## src/rtl/tpcg_pkg.sv

```systemverilog
package tpcg_pkg;

    // Field widths fixed by the register map and the result word
    localparam int TEMP_W = 18;
    localparam int PCT_W  = 7;
    localparam int STEP_W = 21;
    localparam int ZONE_W = 2;

    // Usage test scales the active delta to percent
    localparam logic [PCT_W-1:0] PCT_SCALE = 7'd100;

    typedef logic [ZONE_W-1:0] zone_t;

    localparam zone_t ZONE_PANIC = 2'd0;
    localparam zone_t ZONE_HOT   = 2'd1;
    localparam zone_t ZONE_WARM  = 2'd2;
    localparam zone_t ZONE_OK    = 2'd3;

    // Register indexes (byte address = 4 * index)
    typedef logic [2:0] reg_idx_t;

    localparam reg_idx_t REG_CRITICAL = 3'd0;
    localparam reg_idx_t REG_HIGH     = 3'd1;
    localparam reg_idx_t REG_WARM     = 3'd2;
    localparam reg_idx_t REG_COOL     = 3'd3;
    localparam reg_idx_t REG_FLOOR    = 3'd4;
    localparam reg_idx_t REG_CEILING  = 3'd5;
    localparam reg_idx_t REG_BUSY     = 3'd6;
    localparam reg_idx_t REG_STEPS    = 3'd7;

    localparam int PADDR_W = 5;
    localparam int PDATA_W = 32;

    // Register reset values
    localparam logic [TEMP_W-1:0] CRITICAL_RST = 18'd76000;
    localparam logic [TEMP_W-1:0] HIGH_RST     = 18'd72000;
    localparam logic [TEMP_W-1:0] WARM_RST     = 18'd68000;
    localparam logic [TEMP_W-1:0] COOL_RST     = 18'd60000;
    localparam logic [PCT_W-1:0]  FLOOR_RST    = 7'd15;
    localparam logic [PCT_W-1:0]  CEILING_RST  = 7'd90;
    localparam logic [PCT_W-1:0]  BUSY_RST     = 7'd80;
    localparam logic [STEP_W-1:0] STEPS_RST    = 21'd164500;

    // Cap after reset
    localparam logic [PCT_W-1:0]  CAP_RST      = 7'd100;

endpackage

```

## src/rtl/tpcg_sample_if.sv

```systemverilog
interface tpcg_sample_if #(
    parameter int COUNTER_WIDTH = 32
);
    import tpcg_pkg::*;

    logic                     valid;
    logic                     ready;
    logic [TEMP_W-1:0]        temperature;
    logic [COUNTER_WIDTH-1:0] active_count;
    logic [COUNTER_WIDTH-1:0] idle_count;

    modport source (
        output valid, temperature, active_count, idle_count,
        input  ready
    );

    modport sink (
        input  valid, temperature, active_count, idle_count,
        output ready
    );

endinterface

```

## src/rtl/tpcg_result_if.sv

```systemverilog
interface tpcg_result_if;
    import tpcg_pkg::*;

    logic             valid;
    logic             ready;
    logic [PCT_W-1:0] perf_cap;
    logic             cap_written;
    zone_t            zone;
    logic             counter_fault;

    modport source (
        output valid, perf_cap, cap_written, zone, counter_fault,
        input  ready
    );

    modport sink (
        input  valid, perf_cap, cap_written, zone, counter_fault,
        output ready
    );

endinterface

```

## src/rtl/thermal_perf_cap_governor_unit.sv

```systemverilog
// Channel   Kind        Word
// -------   ---------   ---------------------------------------------------
// sample    sink        temperature, active_count, idle_count (one per tick)
// result    source      perf_cap, cap_written, zone, counter_fault
// APB       slave       eight registers at byte address 4*index, pready high
//
// One word is taken per cycle if not stalled; a word sits in the input register
// after the edge that takes it and reaches the result register as it leaves (band
// logic and two narrow multiplies in between; cap, zone and counters update too).
// Reset loads register defaults, cap 100, zone ok, counters unprimed.
// A result waits in its register until taken; the input register moves on
// as soon as the result register is empty or being drained.
module thermal_perf_cap_governor_unit #(
    parameter int COUNTER_WIDTH = 32
) (
    input  logic                          clk,
    input  logic                          rst_n,
    tpcg_sample_if.sink                   sample,
    tpcg_result_if.source                 result,
    input  logic                          psel,
    input  logic                          penable,
    input  logic                          pwrite,
    input  logic [tpcg_pkg::PADDR_W-1:0]  paddr,
    input  logic [tpcg_pkg::PDATA_W-1:0]  pwdata,
    output logic [tpcg_pkg::PDATA_W-1:0]  prdata,
    output logic                          pready
);
    import tpcg_pkg::*;

    localparam int PROD_W = COUNTER_WIDTH + PCT_W;

    // Configuration registers
    logic [TEMP_W-1:0] critical_reg, high_reg, warm_reg, cool_reg;
    logic [PCT_W-1:0]  floor_reg, ceiling_reg, busy_reg;
    logic [STEP_W-1:0] steps_reg;

    // Input register
    logic                     s1_valid_reg;
    logic [TEMP_W-1:0]        s1_temp_reg;
    logic [COUNTER_WIDTH-1:0] s1_active_reg;
    logic [COUNTER_WIDTH-1:0] s1_idle_reg;

    // Governor state
    logic [PCT_W-1:0]         cap_reg, cap_next;
    zone_t                    zone_reg, zone_next;
    logic [COUNTER_WIDTH-1:0] prev_active_reg, prev_active_next;
    logic [COUNTER_WIDTH-1:0] prev_idle_reg, prev_idle_next;
    logic                     written, fault;

    // Result register
    logic             out_valid_reg;
    logic [PCT_W-1:0] out_cap_reg;
    logic             out_written_reg;
    zone_t            out_zone_reg;
    logic             out_fault_reg;

    logic cfg_write;
    logic s1_move, s1_fire, in_fire;

    // Handshake
    assign s1_move      = !out_valid_reg || result.ready;
    assign s1_fire      = s1_valid_reg && s1_move;
    assign sample.ready = !s1_valid_reg || s1_move;
    assign in_fire      = sample.valid && sample.ready;

    // APB register file
    assign pready    = 1'b1;
    assign cfg_write = psel && penable && pwrite && pready;

    always_ff @(posedge clk or negedge rst_n)
    begin
        if (!rst_n)
        begin
            critical_reg <= CRITICAL_RST;
            high_reg     <= HIGH_RST;
            warm_reg     <= WARM_RST;
            cool_reg     <= COOL_RST;
            floor_reg    <= FLOOR_RST;
            ceiling_reg  <= CEILING_RST;
            busy_reg     <= BUSY_RST;
            steps_reg    <= STEPS_RST;
        end
        else if (cfg_write)
        begin
            unique case (paddr[PADDR_W-1:2])
                REG_CRITICAL: critical_reg <= pwdata[TEMP_W-1:0];
                REG_HIGH:     high_reg     <= pwdata[TEMP_W-1:0];
                REG_WARM:     warm_reg     <= pwdata[TEMP_W-1:0];
                REG_COOL:     cool_reg     <= pwdata[TEMP_W-1:0];
                REG_FLOOR:    floor_reg    <= pwdata[PCT_W-1:0];
                REG_CEILING:  ceiling_reg  <= pwdata[PCT_W-1:0];
                REG_BUSY:     busy_reg     <= pwdata[PCT_W-1:0];
                REG_STEPS:    steps_reg    <= pwdata[STEP_W-1:0];
                default:      ;
            endcase
        end
    end

    always_comb
    begin
        prdata = '0;
        unique case (paddr[PADDR_W-1:2])
            REG_CRITICAL: prdata = PDATA_W'(critical_reg);
            REG_HIGH:     prdata = PDATA_W'(high_reg);
            REG_WARM:     prdata = PDATA_W'(warm_reg);
            REG_COOL:     prdata = PDATA_W'(cool_reg);
            REG_FLOOR:    prdata = PDATA_W'(floor_reg);
            REG_CEILING:  prdata = PDATA_W'(ceiling_reg);
            REG_BUSY:     prdata = PDATA_W'(busy_reg);
            REG_STEPS:    prdata = PDATA_W'(steps_reg);
            default:      prdata = '0;
        endcase
    end

    // Input register
    always_ff @(posedge clk or negedge rst_n)
    begin
        if (!rst_n)
        begin
            s1_valid_reg <= 1'b0;
        end
        else if (in_fire)
        begin
            s1_valid_reg <= 1'b1;
        end
        else if (s1_move)
        begin
            s1_valid_reg <= 1'b0;
        end
    end

    always_ff @(posedge clk)
    begin
        if (in_fire)
        begin
            s1_temp_reg   <= sample.temperature;
            s1_active_reg <= sample.active_count;
            s1_idle_reg   <= sample.idle_count;
        end
    end

    // Step fields
    logic [PCT_W-1:0] step_large, step_small, step_inc;
    assign step_large = steps_reg[PCT_W-1:0];
    assign step_small = steps_reg[2*PCT_W-1:PCT_W];
    assign step_inc   = steps_reg[3*PCT_W-1:2*PCT_W];

    // Decrease with floor, signed so a floor above the cap lifts it
    logic signed [PCT_W:0] dec_large_s, dec_small_s, floor_s;
    logic [PCT_W-1:0]      dec_large_cap, dec_small_cap;

    assign floor_s       = $signed({1'b0, floor_reg});
    assign dec_large_s   = $signed({1'b0, cap_reg}) - $signed({1'b0, step_large});
    assign dec_small_s   = $signed({1'b0, cap_reg}) - $signed({1'b0, step_small});
    assign dec_large_cap = (dec_large_s < floor_s) ? floor_reg : dec_large_s[PCT_W-1:0];
    assign dec_small_cap = (dec_small_s < floor_s) ? floor_reg : dec_small_s[PCT_W-1:0];

    // Increase with ceiling
    logic [PCT_W:0]   up_sum;
    logic [PCT_W-1:0] inc_cap;

    assign up_sum  = {1'b0, cap_reg} + {1'b0, step_inc};
    assign inc_cap = ({1'b0, ceiling_reg} < up_sum) ? ceiling_reg : up_sum[PCT_W-1:0];

    // Usage test: active delta * 100 > threshold * idle delta, exact
    logic [COUNTER_WIDTH-1:0] act_delta, idle_delta;
    logic [PROD_W-1:0]        act_prod, idle_prod;
    logic                     busy_hit;

    assign act_delta  = s1_active_reg - prev_active_reg;
    assign idle_delta = s1_idle_reg - prev_idle_reg;
    assign act_prod   = {{PCT_W{1'b0}}, act_delta} * {{COUNTER_WIDTH{1'b0}}, PCT_SCALE};
    assign idle_prod  = {{PCT_W{1'b0}}, idle_delta} * {{COUNTER_WIDTH{1'b0}}, busy_reg};
    assign busy_hit   = act_prod > idle_prod;

    // Band logic
    always_comb
    begin
        cap_next         = cap_reg;
        zone_next        = zone_reg;
        prev_active_next = prev_active_reg;
        prev_idle_next   = prev_idle_reg;
        written          = 1'b0;
        fault            = 1'b0;

        if (s1_temp_reg > critical_reg)
        begin
            cap_next  = floor_reg;
            zone_next = ZONE_PANIC;
            written   = 1'b1;
        end
        else if (s1_temp_reg > high_reg)
        begin
            if (zone_reg != ZONE_PANIC)
            begin
                cap_next  = dec_large_cap;
                zone_next = ZONE_HOT;
                written   = 1'b1;
            end
        end
        else if (s1_temp_reg > warm_reg)
        begin
            if (zone_reg != ZONE_PANIC)
            begin
                cap_next  = dec_small_cap;
                zone_next = ZONE_WARM;
                written   = 1'b1;
            end
        end
        else if (s1_temp_reg > cool_reg)
        begin
            if (zone_reg == ZONE_PANIC)
            begin
                zone_next = ZONE_OK;
            end
        end
        else if (prev_active_reg == '0)
        begin
            // unprimed: a zero sample is a fault, otherwise just prime
            if (s1_active_reg == '0)
            begin
                fault = 1'b1;
            end
            else
            begin
                prev_active_next = s1_active_reg;
                prev_idle_next   = s1_idle_reg;
                if (zone_reg == ZONE_PANIC)
                begin
                    zone_next = ZONE_OK;
                end
            end
        end
        else
        begin
            prev_active_next = s1_active_reg;
            prev_idle_next   = s1_idle_reg;
            if (zone_reg == ZONE_PANIC)
            begin
                zone_next = ZONE_OK;
            end
            if (busy_hit)
            begin
                cap_next = inc_cap;
                written  = 1'b1;
            end
        end
    end

    // State update when a word leaves the input register
    always_ff @(posedge clk or negedge rst_n)
    begin
        if (!rst_n)
        begin
            cap_reg         <= CAP_RST;
            zone_reg        <= ZONE_OK;
            prev_active_reg <= '0;
            prev_idle_reg   <= '0;
        end
        else if (s1_fire)
        begin
            cap_reg         <= cap_next;
            zone_reg        <= zone_next;
            prev_active_reg <= prev_active_next;
            prev_idle_reg   <= prev_idle_next;
        end
    end

    // Result register
    always_ff @(posedge clk or negedge rst_n)
    begin
        if (!rst_n)
        begin
            out_valid_reg <= 1'b0;
        end
        else if (s1_fire)
        begin
            out_valid_reg <= 1'b1;
        end
        else if (result.ready)
        begin
            out_valid_reg <= 1'b0;
        end
    end

    always_ff @(posedge clk)
    begin
        if (s1_fire)
        begin
            out_cap_reg     <= cap_next;
            out_written_reg <= written;
            out_zone_reg    <= zone_next;
            out_fault_reg   <= fault;
        end
    end

    assign result.valid         = out_valid_reg;
    assign result.perf_cap      = out_cap_reg;
    assign result.cap_written   = out_written_reg;
    assign result.zone          = out_zone_reg;
    assign result.counter_fault = out_fault_reg;

`ifndef NO_ASSERTIONS
    // A counter fault never comes with a cap write
    a_fault_no_write: assert property (@(posedge clk) disable iff (!rst_n)
        out_valid_reg && out_fault_reg |-> !out_written_reg)
        else $error("counter fault reported together with a cap write");

    // Governor state only moves when a word is processed
    a_state_hold: assert property (@(posedge clk) disable iff (!rst_n)
        !s1_fire |=> $stable(cap_reg) && $stable(zone_reg) && $stable(prev_active_reg))
        else $error("governor state changed without a word");

    // An empty result register never blocks the input side
    a_ready_when_empty: assert property (@(posedge clk) disable iff (!rst_n)
        !out_valid_reg |-> sample.ready)
        else $error("input stalled while result register empty");

    // A hot or warm decrease never lands below the floor
    a_floor_kept: assert property (@(posedge clk) disable iff (!rst_n)
        s1_fire && written && s1_temp_reg > warm_reg && s1_temp_reg <= critical_reg
        |-> cap_next >= floor_reg)
        else $error("decreased cap below floor");
`endif

endmodule

```

## src/flat_wrapper.sv

```systemverilog
// flat-port wrapper written by rule: the top's interface ports become plain ports
module thermal_perf_cap_governor_unit_flat import tpcg_pkg::*;
#(
    parameter int COUNTER_WIDTH = 32
)
  (clk, rst_n, psel, penable, pwrite, paddr, pwdata, prdata, pready, sample_valid, sample_temperature, sample_active_count, sample_idle_count, sample_ready, result_valid, result_perf_cap, result_cap_written, result_zone, result_counter_fault, result_ready);
  tpcg_sample_if #(.COUNTER_WIDTH(COUNTER_WIDTH)) sample_i ();
  tpcg_result_if result_i ();
  input  logic clk;
  input  logic rst_n;
  input  logic psel;
  input  logic penable;
  input  logic pwrite;
  input  logic [tpcg_pkg::PADDR_W-1:0] paddr;
  input  logic [tpcg_pkg::PDATA_W-1:0] pwdata;
  output logic [tpcg_pkg::PDATA_W-1:0] prdata;
  output logic pready;
  input wire logic [$bits(sample_i.valid)-1:0] sample_valid;
  input wire logic [$bits(sample_i.temperature)-1:0] sample_temperature;
  input wire logic [$bits(sample_i.active_count)-1:0] sample_active_count;
  input wire logic [$bits(sample_i.idle_count)-1:0] sample_idle_count;
  output wire logic [$bits(sample_i.ready)-1:0] sample_ready;
  output wire logic [$bits(result_i.valid)-1:0] result_valid;
  output wire logic [$bits(result_i.perf_cap)-1:0] result_perf_cap;
  output wire logic [$bits(result_i.cap_written)-1:0] result_cap_written;
  output wire logic [$bits(result_i.zone)-1:0] result_zone;
  output wire logic [$bits(result_i.counter_fault)-1:0] result_counter_fault;
  input wire logic [$bits(result_i.ready)-1:0] result_ready;
  assign sample_i.valid = sample_valid;
  assign sample_i.temperature = sample_temperature;
  assign sample_i.active_count = sample_active_count;
  assign sample_i.idle_count = sample_idle_count;
  assign sample_ready = sample_i.ready;
  assign result_valid = result_i.valid;
  assign result_perf_cap = result_i.perf_cap;
  assign result_cap_written = result_i.cap_written;
  assign result_zone = result_i.zone;
  assign result_counter_fault = result_i.counter_fault;
  assign result_i.ready = result_ready;
  thermal_perf_cap_governor_unit #(.COUNTER_WIDTH(COUNTER_WIDTH)) u_core (.clk(clk), .rst_n(rst_n), .sample(sample_i), .result(result_i), .psel(psel), .penable(penable), .pwrite(pwrite), .paddr(paddr), .pwdata(pwdata), .prdata(prdata), .pready(pready));
endmodule
```

## config.mk

```make
export PLATFORM = sky130hd
export DESIGN_NAME = thermal_perf_cap_governor_unit_flat
export DESIGN_NICKNAME = d
export VERILOG_FILES = /design/src/rtl/tpcg_pkg.sv /design/src/rtl/tpcg_sample_if.sv /design/src/rtl/tpcg_result_if.sv /design/src/rtl/thermal_perf_cap_governor_unit.sv /design/src/flat_wrapper.sv
export SDC_FILE = /design/constraint.sdc
export NUM_CORES = 1
export LEC_CHECK = 0
export ABC_AREA = 1
export BUFFER_PORTS_ARGS = -buffer_cell sky130_fd_sc_hd__buf_2
export CORE_MARGIN = 10
export CORE_UTILIZATION = 55
export CTS_CLUSTER_SIZE = 28
export DETAILED_ROUTE_END_ITERATION = 10
export PLACE_DENSITY_LB_ADDON = 0.05
export SLEW_MARGIN = 20
export SYNTH_ARGS = -nofsm -noshare
export SYNTH_HDL_FRONTEND = slang
export SYNTH_SLANG_ARGS = --single-unit
```

## constraint.sdc

```tcl
create_clock -name clk -period 12.4 [get_ports clk]
set_input_delay 1.24 -clock clk [delete_from_list [all_inputs] [get_ports clk]]
set_output_delay 1.24 -clock clk [all_outputs]
set_load 0.02 [all_outputs]
```

==> flow_metrics.tcl <==
set metrics [dict create \
    rows 84 \
    dp_hpwl_um 64260 \
    wirelength_um 79030 \
    worst_pin_slew_ns 1.166 \
    route.vias.total 24690 \
    area_of_the_multi_input_gates_mm2 0.01878 \
    dp_slack_ns 3.359 \
    synth_xor_xnor_area_share 0.04265 \
    synth.yosys.warnings 0 \
    drc 0 \
    cts-buffers-inserted 31 \
    number_of_synthesized_flops_with_an_enable_pin 93 \
    drt_first_iter_violations 1962 \
    global_route.usage.total 0.2495 \
    synth-simple-area-share 0.1827 \
    post-route-period-util 0.7397 \
    n_fill_cell 4987 \
    netlist.top_cell.by_area "sky130_fd_sc_hd__ha_1" \
    io_buffers 146 \
    clk_root_buffer_cell "sky130_fd_sc_hd__clkbuf_16" \
    finalWeightedCongestion 0.9387 \
    chipHeight_um 251.7 \
    worst_skew_pair.late_latency_ns 0.61 \
    area_fraction_in_compound_gates_after_synthesis 0.1306 \
    avgRoutedWirePerCell_um 17.19 \
    cts_hold_buf 0 \
    via_to_cell_ratio 5.370 \
    setup.worst_path.end_class "flip-flop" \
    worst_ep_required_time_ns 12.71 \
    ant_nets 0 \
    setup-tns-final_ns 0 \
    dominantRegCellSynth "sky130_fd_sc_hd__dfrtp_1" \
    crit_path_frequent_cell "sky130_fd_sc_hd__nand3_1" \
    crit_path_top_delay_cell "sky130_fd_sc_hd__xor2_1" \
    postLayoutCoreUtil 0.6029 \
    die_area_mm2 0.06333 \
    cpPeakStageDelay_ns 0.86 \
    criticalPathCategory "flip-flop to flip-flop" \
    clock_pin_transition_on_the_worst_setup_and_hold_timing_paths_ns 0.07 \
    adder_and_majority_cell_fraction_of_the_synthesized_area 0.2783 \
    max-slew-margin-rel 0.2220 \
    synth.mux.area_fraction 0 \
    ys_seq_elements 282 \
    firstDrtPassIters 5 \
    synth.top_cells.by_area "sky130_fd_sc_hd__ha_1 16%, sky130_fd_sc_hd__dfrtp_1 12%, sky130_fd_sc_hd__fa_1 12%" \
    report.final.setup_viol 0 \
    final.hold.worst_slack_ns 0.4846 \
    sequential_cell_area_mm2 0.007577 \
    setup_repair_after_global_routing_missed_its_margin "no" \
    cts_num_sinks 282 \
    status "finished clean" \
    ys_async_sr_fraction 0.6702 \
    fmaxAchievable_ghz 0.1090 \
    timing.max_cap.violations 0 \
    mappedNetlistArea_mm2 0.02952 \
    design.final.nets 4559 \
    avgSynthCellArea_um2 7.850 \
    final_layout_size_suffix_gt1_frac 0.07982 \
    grt_pass1_vias 24300 \
    dominant_combinational_cell_family_by_area_after_synthesis "adder cells" \
    synth.lib_cells_used.distinct 66 \
    finalMaxSlewViolations 0 \
    worstPathMaxFanout 14 \
    wire_length_of_the_first_global_routing_pass_um 128300 \
    period_minus_slack_ns 9.172 \
    grt_start_max_net_pins 87 \
    die_width_um 251.7 \
    sequential_area_share_after_synthesis 0.2567 \
    antennaDiodeCount 0 \
    post_synth_inst_count 3760 \
    yosys.area.top_type_share 0.1556 \
    htree_levels 1 \
    worst_hold_path_class "flip-flop to flip-flop" \
    cts_tree "yes" \
    layout.cells.most_common "sky130_fd_sc_hd__inv_1" \
    grt_antenna_before_repair 1 \
    floorplan_core_area_mm2 0.05287 \
    cts_resized 0 \
    start_util 0.5583 \
    cts_buffer_depth 3 \
    final_number_of_hold_violating_endpoints 0 \
    worstPathArrival_ns 9.48 \
    cts_setup_buffers 0 \
    finalClockSkew_ns 0.03958 \
    most-common-layout-cells "732 x sky130_fd_sc_hd__inv_1, 716 x sky130_fd_sc_hd__nand2_1, 367 x sky130_fd_sc_hd__ha_1" \
    critPathLaunchType "flip-flop" \
    global_route.overflow_total 0 \
    layout-area-overhead-vs-synth_pct 7.991 \
    timing.final.ws_setup_ns 3.228 \
    ios 172 \
]
==> synthesized netlist by cell type (15+ instances only) <==
library cell	instances
sky130_fd_sc_hd__a21o_1	15
sky130_fd_sc_hd__a21oi_1	244
sky130_fd_sc_hd__buf_4	19
sky130_fd_sc_hd__clkbuf_1	43
sky130_fd_sc_hd__dfrtp_1	145
sky130_fd_sc_hd__dfstp_2	44
sky130_fd_sc_hd__edfxtp_1	93
sky130_fd_sc_hd__fa_1	181
sky130_fd_sc_hd__ha_1	367
sky130_fd_sc_hd__inv_1	735
sky130_fd_sc_hd__nand2_1	716
sky130_fd_sc_hd__nand3_1	129
sky130_fd_sc_hd__nand4_1	36
sky130_fd_sc_hd__nor2_1	326
sky130_fd_sc_hd__nor3_1	30
sky130_fd_sc_hd__nor4_1	23
sky130_fd_sc_hd__o211ai_1	25
sky130_fd_sc_hd__o21ai_0	187
sky130_fd_sc_hd__o21ai_1	73
sky130_fd_sc_hd__o21bai_1	15
sky130_fd_sc_hd__o22ai_1	30
sky130_fd_sc_hd__xnor2_1	51
sky130_fd_sc_hd__xor2_1	84
==> cell type report <==
type | instances | area share
tap | 688 | 0.02701
sequential | 282 | 0.2377
timing repair buffer | 158 | 0.02603
clock inverter | 14 | 0.004671
clock buffer | 43 | 0.02775
multi-input combinational | 2668 | 0.5892
inverter | 744 | 0.08765
==> layer usage <==
layer	up-vias	part of all wire	wire length, µm	GRT usage
met5	-	0.000089	7	0
met4	2	0.029	2268	0.06994
met3	105	0.057	4510	0.03023
met2	599	0.45	35770	0.4080
met1	11630	0.46	36480	0.3441
li1	12360	-	-	-
==> cell families (layout without fill, tap and decap cells) <==
logic type | after synthesis | count (layout)
AOI/OAI and AO/OA | 670 | 670
xor gates and xnor gates | 139 | 139
adders and majority gates | 548 | 548
buffers and inverters | 820 | 959
DFF | 282 | 282
other | 2 | 12
and+or+nand+nor | 1299 | 1299
==> metrics by stage <==
step	instances	instance area (µm²)
after CTS	4597	31870
final	4597	31870
after floorplan	3770	29550
after global placement	4540	30840
after global routing	4597	31870
after detailed placement	4540	30840
==> worst paths after layout <==
check | endpoint | start | slack, ns | cells after the start
max | u_core.result.perf_cap[2]$_DFFE_PP_ | u_core.s1_idle_reg[2]$_DFFE_PP_ | 3.23 | 36
min | u_core.steps_reg[13]$_DFFE_PN0P_ | u_core.steps_reg[13]$_DFFE_PN0P_ | 0.48 | 2
max reg2reg | u_core.result.perf_cap[2]$_DFFE_PP_ | u_core.s1_idle_reg[2]$_DFFE_PP_ | 3.23 | 36
min reg2reg | u_core.steps_reg[13]$_DFFE_PN0P_ | u_core.steps_reg[13]$_DFFE_PN0P_ | 0.48 | 2
max in group asynchronous | u_core.prev_idle_reg[18]$_DFFE_PN0P_ | rst_n | 9.71 | 3
min in group asynchronous | u_core.warm_reg[12]$_DFFE_PN0P_ | rst_n | 0.60 | 1
==> critical path, delay by kind of cell (launching register included) <==
kind,cells,cell delay (ns)
AND/OR/NAND/NOR,19,3.01
flip-flops,1,0.48
adder cells (fa/ha/maj),7,3.24
XOR/XNOR,2,0.92
buffers and inverters,3,0.20
AO/OA/AOI/OAI,5,1.06
Power is left out: the tool's default activity adds up to more than one toggle a clock period on the data nets, which glitch-free logic cannot reach.
